File: src/rtl/nsr_pkg.sv
// ----------------------------------------------------------------------------
// nsr_pkg
// Shared widths, register indexes, geometry record and slice helpers for the
// nine-slice rectangle generator.
// ----------------------------------------------------------------------------
package nsr_pkg;

  localparam int PX_W       = 12;
  localparam int Q_W        = 20;
  localparam int FRAME_W    = 16;
  localparam int MRG_W      = 21;
  localparam int SLICES     = 9;
  localparam int IDX_W      = 4;
  localparam int CFG_IDX_W  = 4;
  localparam int CFG_DATA_W = 21;

  // divider: 40-bit dividend, 24-bit divisor, 21 quotient bits, one per stage
  localparam int DVD_W      = 40;
  localparam int DVS_W      = 24;
  localparam int QUO_W      = 21;
  localparam int DIV_STAGES = QUO_W;

  // x / 3 as (x * ceil(2^21 / 3)) >> 21, exact for x below 2^21
  localparam int          THIRD_SHIFT = 21;
  localparam logic [19:0] THIRD_MUL   = 20'hAAAAB;

  localparam logic [CFG_IDX_W-1:0] REG_TEX_W  = 4'd0;
  localparam logic [CFG_IDX_W-1:0] REG_TEX_H  = 4'd1;
  localparam logic [CFG_IDX_W-1:0] REG_CELL_W = 4'd2;
  localparam logic [CFG_IDX_W-1:0] REG_CELL_H = 4'd3;
  localparam logic [CFG_IDX_W-1:0] REG_MRG_L  = 4'd4;
  localparam logic [CFG_IDX_W-1:0] REG_MRG_R  = 4'd5;
  localparam logic [CFG_IDX_W-1:0] REG_MRG_T  = 4'd6;
  localparam logic [CFG_IDX_W-1:0] REG_MRG_B  = 4'd7;

  // config-side division operations, issued one per cycle
  localparam int          NUM_OPS    = 6;
  localparam logic [2:0]  OP_PER_ROW = 3'd0;
  localparam logic [2:0]  OP_ROWS    = 3'd1;
  localparam logic [2:0]  OP_ML      = 3'd2;
  localparam logic [2:0]  OP_MR      = 3'd3;
  localparam logic [2:0]  OP_MT      = 3'd4;
  localparam logic [2:0]  OP_MB      = 3'd5;

  localparam int                STEP_W    = $clog2(DIV_STAGES + NUM_OPS);
  localparam logic [STEP_W-1:0] STEP_LAST = STEP_W'(DIV_STAGES + NUM_OPS - 1);

  typedef enum logic [2:0] {
    CS_PREP,
    CS_MUL,
    CS_RUN,
    CS_FINISH,
    CS_READY
  } cfg_state_t;

  typedef struct packed {
    logic              tex_on;
    logic              atlas;
    logic [PX_W-1:0]   fw;
    logic [PX_W-1:0]   fh;
    logic [PX_W-1:0]   per_row;
    logic [DVS_W-1:0]  frames;
    logic [Q_W-1:0]    ml;
    logic [Q_W-1:0]    mr;
    logic [Q_W-1:0]    mt;
    logic [Q_W-1:0]    mb;
    logic [Q_W-1:0]    shs;
    logic [Q_W-1:0]    svs;
    logic [MRG_W-1:0]  hsum;
    logic [MRG_W-1:0]  vsum;
  } geom_t;

  function automatic logic [IDX_W-1:0] lowest_slice(input logic [SLICES-1:0] m);
    logic [IDX_W-1:0] idx;
    idx = '0;
    for (int i = SLICES - 1; i >= 0; i--) begin
      if (m[i]) idx = IDX_W'(i);
    end
    return idx;
  endfunction

  function automatic logic [1:0] slice_row(input logic [IDX_W-1:0] idx);
    logic [1:0] r;
    case (idx) inside
      [4'd0:4'd2]: r = 2'd0;
      [4'd3:4'd5]: r = 2'd1;
      default:     r = 2'd2;
    endcase
    return r;
  endfunction

  function automatic logic [1:0] slice_col(input logic [IDX_W-1:0] idx);
    logic [1:0] c;
    case (idx) inside
      4'd0, 4'd3, 4'd6: c = 2'd0;
      4'd1, 4'd4, 4'd7: c = 2'd1;
      default:          c = 2'd2;
    endcase
    return c;
  endfunction

endpackage

File: src/rtl/nsr_div.sv
// ----------------------------------------------------------------------------
// nsr_div
// Pipelined restoring divider, one quotient bit per stage, with stall enable.
// Needs dividend < divisor * 2^QUO_W.
// ----------------------------------------------------------------------------
module nsr_div (
  input  logic                       clk,
  input  logic                       rst,
  input  logic                       en,
  input  logic                       vld_in,
  input  logic [nsr_pkg::DVD_W-1:0]  dividend,
  input  logic [nsr_pkg::DVS_W-1:0]  divisor,
  output logic                       vld_out,
  output logic [nsr_pkg::QUO_W-1:0]  quot,
  output logic [nsr_pkg::DVS_W-1:0]  rem
);

  localparam int WIDE = nsr_pkg::DVD_W + nsr_pkg::DVS_W;

  logic [nsr_pkg::DVD_W-1:0] r [nsr_pkg::DIV_STAGES];
  logic [nsr_pkg::DVS_W-1:0] d [nsr_pkg::DIV_STAGES];
  logic [nsr_pkg::QUO_W-1:0] q [nsr_pkg::DIV_STAGES];
  logic                      v [nsr_pkg::DIV_STAGES];

  for (genvar k = 0; k < nsr_pkg::DIV_STAGES; k++) begin : g_stage
    localparam int B = nsr_pkg::QUO_W - 1 - k;
    logic [nsr_pkg::DVD_W-1:0] r_in;
    logic [nsr_pkg::DVS_W-1:0] d_in;
    logic [nsr_pkg::QUO_W-1:0] q_in;
    logic                      v_in;
    logic [WIDE-1:0]           sub;
    logic                      take;

    if (k == 0) begin : g_first
      assign r_in = dividend;
      assign d_in = divisor;
      assign q_in = '0;
      assign v_in = vld_in;
    end else begin : g_next
      assign r_in = r[k-1];
      assign d_in = d[k-1];
      assign q_in = q[k-1];
      assign v_in = v[k-1];
    end

    assign sub  = WIDE'(d_in) << B;
    assign take = WIDE'(r_in) >= sub;

    always_ff @(posedge clk) begin
      if (rst) begin
        v[k] <= 1'b0;
      end else if (en) begin
        v[k] <= v_in;
      end
      if (en) begin
        r[k] <= take ? r_in - sub[nsr_pkg::DVD_W-1:0] : r_in;
        d[k] <= d_in;
        q[k] <= q_in | (take ? (nsr_pkg::QUO_W'(1) << B) : '0);
      end
    end
  end

  assign vld_out = v[nsr_pkg::DIV_STAGES-1];
  assign quot    = q[nsr_pkg::DIV_STAGES-1];
  assign rem     = r[nsr_pkg::DIV_STAGES-1][nsr_pkg::DVS_W-1:0];

endmodule

File: config.mk
export PLATFORM = sky130hd
export DESIGN_NAME = nsr_div
export DESIGN_NICKNAME = d
export VERILOG_FILES = /design/src/rtl/nsr_pkg.sv /design/src/rtl/nsr_div.sv
export SDC_FILE = /design/constraint.sdc
export NUM_CORES = 2
export LEC_CHECK = 0
export ABC_AREA = 1
export BUFFER_PORTS_ARGS = -buffer_cell sky130_fd_sc_hd__buf_2
export CAP_MARGIN = 10
export CORE_AREA = 2 2 449 540
export CTS_BUF_LIST = sky130_fd_sc_hd__clkbuf_4 sky130_fd_sc_hd__clkbuf_8 sky130_fd_sc_hd__clkbuf_16
export CTS_CLUSTER_DIAMETER = 40
export DETAILED_ROUTE_END_ITERATION = 8
export DIE_AREA = 0 0 451 542
export GPL_ROUTABILITY_DRIVEN = 0
export PLACE_DENSITY = 0.66
export SYNTH_ARGS = -nofsm -noshare
export SYNTH_HDL_FRONTEND = slang
export SYNTH_SLANG_ARGS = --single-unit
File: constraint.sdc
create_clock -name clk -period 2.5 [get_ports clk]
set_input_delay 0.375 -clock clk [delete_from_list [all_inputs] [get_ports clk]]
set_output_delay 0.375 -clock clk [all_outputs]
set_load 0.01 [all_outputs]
# --- Word level (Yosys, flattened, before mapping) ---
# Memory sizes are Yosys's and may differ from the RTL's.
# Cells that the tools add are included.
classes:
  mux: 69
  bitwise: 41
  magnitude_cmp: 21
  add_sub_neg: 21
ops:
  columns: ["op", "n"]
  rows:
  - ["40-bit 2-to-1 mux", 21]
  - ["40-bit subtractor", 5]
  - ["40-bit by 44-bit >= comparator with 1-bit output", 1]
  - ["40-bit by 43-bit >= comparator with 1-bit output", 1]
  - ["40-bit by 42-bit >= comparator with 1-bit output", 1]
  - ["40-bit by 41-bit >= comparator with 1-bit output", 1]
  - ["40-bit by 24-bit >= comparator with 1-bit output", 1]
  - ["40-bit by 25-bit >= comparator with 1-bit output", 1]
  - ["40-bit by 26-bit >= comparator with 1-bit output", 1]
  - ["40-bit by 27-bit >= comparator with 1-bit output", 1]
  - ["40-bit by 28-bit >= comparator with 1-bit output", 1]
  - ["40-bit by 29-bit >= comparator with 1-bit output", 1]
  - ["40-bit by 30-bit >= comparator with 1-bit output", 1]
  - ["40-bit by 31-bit >= comparator with 1-bit output", 1]
  - ["40-bit by 32-bit >= comparator with 1-bit output", 1]
  - ["40-bit by 33-bit >= comparator with 1-bit output", 1]
  - ["40-bit by 34-bit >= comparator with 1-bit output", 1]
  - ["40-bit by 35-bit >= comparator with 1-bit output", 1]
  - ["40-bit by 36-bit >= comparator with 1-bit output", 1]
  - ["40-bit by 37-bit >= comparator with 1-bit output", 1]
  - ["40-bit by 38-bit >= comparator with 1-bit output", 1]
  - ["40-bit by 39-bit >= comparator with 1-bit output", 1]
  - ["40-bit >= comparator", 1]
  - ["40-bit by 24-bit subtractor with 40-bit output", 1]
  - ["other kinds (57)", 104]
totals:
  reg_bits: 0
  elab_cells: 156
  mem_count: 4
  ram_bits: 1806
mem_list:
  columns: ["name", "words", "word_bits", "rd", "rd_clocked_by_memory_dff", "wr", "line_no", "text"]
  rows:
  - ["r", 21, 40, 21, 0, 21, "nsr_div.sv:20", "logic [nsr_pkg::DVD_W-1:0] r [nsr_pkg::DIV_STAGES];"]
  - ["d", 21, 24, 20, 0, 21, "nsr_div.sv:21", "logic [nsr_pkg::DVS_W-1:0] d [nsr_pkg::DIV_STAGES];"]
  - ["q", 21, 21, 21, 0, 21, "nsr_div.sv:22", "logic [nsr_pkg::QUO_W-1:0] q [nsr_pkg::DIV_STAGES];"]
  - ["v", 21, 1, 21, 0, 21, "nsr_div.sv:23", "logic v [nsr_pkg::DIV_STAGES];"]

# --- Depth between registers and ports, before layout ---
logic_depth:
  depth_word: 4
  ltp_mapped: 17
  depth_no_buf: 16

# --- Least setup slack after synthesis ---
# OpenSTA, ideal clock, no wires.
synth_path:
  kind: "in2reg"
  start: "in dividend[20] (netlist name)"
  end: "mem r[0][21] (netlist name) (data pin)"
  path_stages: 12
  t_arrival_ps: 2042
  setup_time_ps: 257
  path_buffers: 2
  slack_ps: 201
  t_required_ps: 2243
  cell_sequence: "inv_1 -> ha_1 -> fa_1 -> inv_1 -> nand3_1 -> nand2_1 -> a21oi_2 -> or2_1 -> buf_6 -> nand3_4 -> buf_6 -> o21ai_1"
synth_rtl:
  columns: ["item", "line_no", "text"]
  rows:
  - ["start: declaration", "nsr_div.sv:11", "input logic [nsr_pkg::DVD_W-1:0] dividend,"]
  - ["end: declaration", "nsr_div.sv:20", null]

==> results by group <==
Outcome
  – Status: finished with violations
  – Failing checks: setup timing

Placed design
  – I/O Buffers: 113
  – Hpwl dp: ~240000 µm
  – Placed insts: 15590
  – DP Area: 106700 µm²

Clock network
  – Total CTS buffers: 219
  – Clk_lat worst skew: 0.91 ns
  – Clk sinks: 1556
  – Bufs on Longest Clock Path: 4
  – H-tree depth: 4
  – CTS tree: built
  – Root Buffer: clkbuf_16
  – Clock transition at path regs: 0.06 ns

Cells and area
  – Register Area: 46720 µm²
  – Multi-input gate area: approximately 43000 µm²
  – Post-route cell area: 118000 µm²
  – Fillers: between 20000 and 25000
  – Synth-to-layout area growth: 23.72%
  – Non-filler instance count after layout: 16170
  – Nets@finish: 13390
  – Util after Layout: 49.30%
  – Layout cells sized above 1: roughly 17%

Global route
  – Grt total ovfl: 0
  – Initial antenna violation count: 2
  – Largest net degree at the start of global routing: 122
  – Vias in the first global route: 78220
  – GR Util All Layers: 23.36%
  – First-pass GRT wire length: 442700 µm

Yosys
  – Post-synthesis mux area share: 0%
  – Synthesis-stage register bit count: ~1600
  – Most used DFF post-synth: edfxtp_1
  – Register area share after synthesis: around 49%
  – Adder-cell share of the synthesized area: 6.921%
  – Ys Warns: 0
  – Post-synth EDFFs: about 1600
  – Simple logic cell fraction of the synthesized area: approximately 26%
  – Cell Area, Synth: 95380 µm²
  – Synth Area in Compound Gates: 6.863%
  – Count of cell types in the netlist: 55
  – Largest family of logic cells by synthesized area: simple AND/OR/NAND/NOR gates
  – Syn_area_per_cell: a little over 8 µm²
  – Cells after Synth: 11490
  – Fraction of registers with async set/reset: 0%
  – Synth Area in XOR/XNOR: 2.746%
  – Post-synth net total: between 10000 and 15000

Power
  – PwrDens: about 1100 nW/µm²
  – Maximum vdd drop: 0.7929 mV
  – Leakage: 53.80 nW

Worst hold path
  – Number of cells on the worst hold path: 2
  – Worst hold start: dividend[8]
  – Hold/Removal Path Class: in2reg
  – Worst hold endpoint: r[0][8]

Timing
  – Setup WS post-layout: -0.09350 ns
  – Period utilization: 103.7%
  – Max Clock Skew: 0.1257 ns
  – Final Slew Violations: 0
  – RSZ-0062 raised after global routing: yes
  – Final setup TNS: -0.7460 ns
  – Endpoints failing setup: 24
  – Relative slew slack: 24.70%
  – Tightest Pin Transition: 1.119 ns
  – Tmin final: roughly 2.6 ns
  – Fmax: 385.6 MHz
  – Final hold vios: 0
  – Hold slack: 0.1861 ns

Detailed routing
  – Pre-antenna DRT Iters: 6
  – Routed vias: 82160
  – Routed wire length: about 300000 µm
  – # DRC: 0
  – Avg WL per Cell: 18.31 µm
  – Antenna viol nets, final: 0
  – Via/cell ratio: roughly 5.1
  – 1st-iter DRT viols: roughly 7200

Setup path
  – Worst R2R Start: r[2][124]
  – R2R depth: 7
  – Required @ worst endpoint: 3.19 ns
  – CP Class: reg2reg
  – Crit path max fanout: 10
  – Worst setup SP type: flip-flop
  – CP Capture Type: flip-flop
  – Setup slack, reg-to-reg: -0.09 ns
  – RR Endpoint: r[3][37]
  – Worst EP arrival: between 3 and 4 ns

Job
  – Max-Cap Viols: 0

Die
  – Die Y-Extent: 542 µm
  – DIE AREA: 244400 µm²
  – Initial Util: 39.85%
  – Die Wd: 451 µm
  – Rows: 197
  – Core ar.: 239300 µm²
  – I/O pin count: 114
==> layer usage <==
metal | GRT usage [%] | wire, µm
met1 | 26.32 | 110400
met2 | 41.09 | 146000
met3 | 2.902 | 16730
met4 | 16.13 | 23040
met5 | 0 | 13
==> synthesized netlist by cell type (14+ instances only) <==
master,instances,area share [%]
a21oi_2,38,0.35
o21ai_2,52,0.48
nand4_1,315,2.1
o21ai_0,400,2.1
nor2_2,19,0.12
nand2_2,45,0.30
or2_2,16,0.10
edfxtp_1,1556,49
nor2_1,935,3.7
buf_2,39,0.20
nor4_1,43,0.28
a21oi_1,571,3.0
a21o_1,16,0.13
and2_1,14,0.092
fa_1,21,0.44
inv_1,1931,7.6
o21ai_1,79,0.41
inv_2,24,0.094
buf_6,40,0.47
xor2_1,175,1.6
nand2_1,3595,14
nand3_2,30,0.31
nor3_1,139,0.73
xnor2_1,124,1.1
nand3_1,607,3.2
nand3b_1,45,0.35
buf_4,18,0.14
o21bai_1,28,0.22
ha_1,494,6.5
==> kinds of logic (layout without fill, tap and decap cells) <==
family                   Yosys count  count (layout)
buffers and inverters           2070            3568
XOR/XNOR                         299             299
flip-flops                      1556            1556
other                              0               2
AO/OA/AOI/OAI                   1203            1203
AND/OR/NAND/NOR                 5845            5846
adder cells (fa/ha/maj)          515             515
==> per-stage QoR <==
stage	setup slack (ns)	power, mW
after floorplan	0.2014	69.98
after global placement	-0.3551	89.94
after detailed placement	-0.3161	90.35
after CTS	-0.01610	122.0
after global routing	-0.09939	132.7
final	-0.09350	125.2
==> critical path, stage by stage, from the launching register on <==
cell and delay [ns]:
edfxtp_1 0.41, nor4_1 0.97, nand4_1 0.30, nand3b_4 0.20, nor2_4 0.06, buf_12 0.14, buf_12 0.15, a21oi_2 0.23
==> sequential cells by signal, indices dropped and copies added, names as in the netlist <==
register,flops
q,231
d,480
r,824
v,21
==> area by class of cell <==
cell class	instances	share of cell area, %
Antenna cell	2	0.004241
Clock buffer	236	4.752
Clock inverter	164	1.509
Inverter	1955	6.240
Multi-Input combinational cell	7863	36.10
Sequential cell	1556	39.60
Tap cell	3184	3.376
Timing Repair Buffer	1213	8.419
==> layout by cell type, fill, tap and decap left out, types with 17 or more instances in the layout <==
master,synthesis,routed
nand2_1,3595,3523
inv_1,1931,1915
edfxtp_1,1556,1556
buf_4,18,955
nor2_1,935,877
nand3_1,607,587
a21oi_1,571,499
ha_1,494,383
o21ai_0,400,360
nand4_1,315,315
clkbuf_16,0,223
xor2_1,175,175
nor3_1,139,125
xnor2_1,124,124
nand2_2,45,114
buf_2,39,112
a21oi_2,38,109
o21ai_1,79,106
ha_4,0,85
dlygate4sd3_1,0,66
buf_12,3,64
o21ai_2,52,63
nor2_2,19,58
nand3b_1,45,45
nand3_2,30,44
nor4_1,43,41
inv_6,0,36
inv_2,24,34
o21bai_1,28,28
nor2_4,7,27
inv_8,0,26
ha_2,0,26
clkinv_4,0,21
clkinv_2,0,19
clkinvlp_4,0,18
clkbuf_4,0,17
==> worst max-delay path by stage <==
stage	end	slack, ns	startpoint
2_1_floorplan	r[0][21]	0.20	dividend[20]
3_3_place_gp	r[1][100]	-0.36	r[1][67]
3_5_place_dp	r[1][109]	-0.32	r[1][63]
4_1_cts	r[1][77]	-0.02	d[2][0]
5_1_grt	r[3][117]	-0.1	d[6][34]
6_report	r[3][37]	-0.09	r[2][124]
==> power by group <==
| part | internal [mW] | switching (mW) |
|---|---|---|
| Sequential | 35.7 | 4.64 |
| Combinational | 21.1 | 32.8 |
| Clock | 18.2 | 12.7 |
| Total | 75.0 | 50.2 |
==> timing repair <==
action,CTS,global route
pin swaps,3,47
buffers inserted,15,93
gates resized for setup,55,447
hold endpoints to repair,74,0
hold buffers,66,0
gates cloned,2,6
endpoints found under the setup margin,142,532
Power figures use the tool's default switching activity.
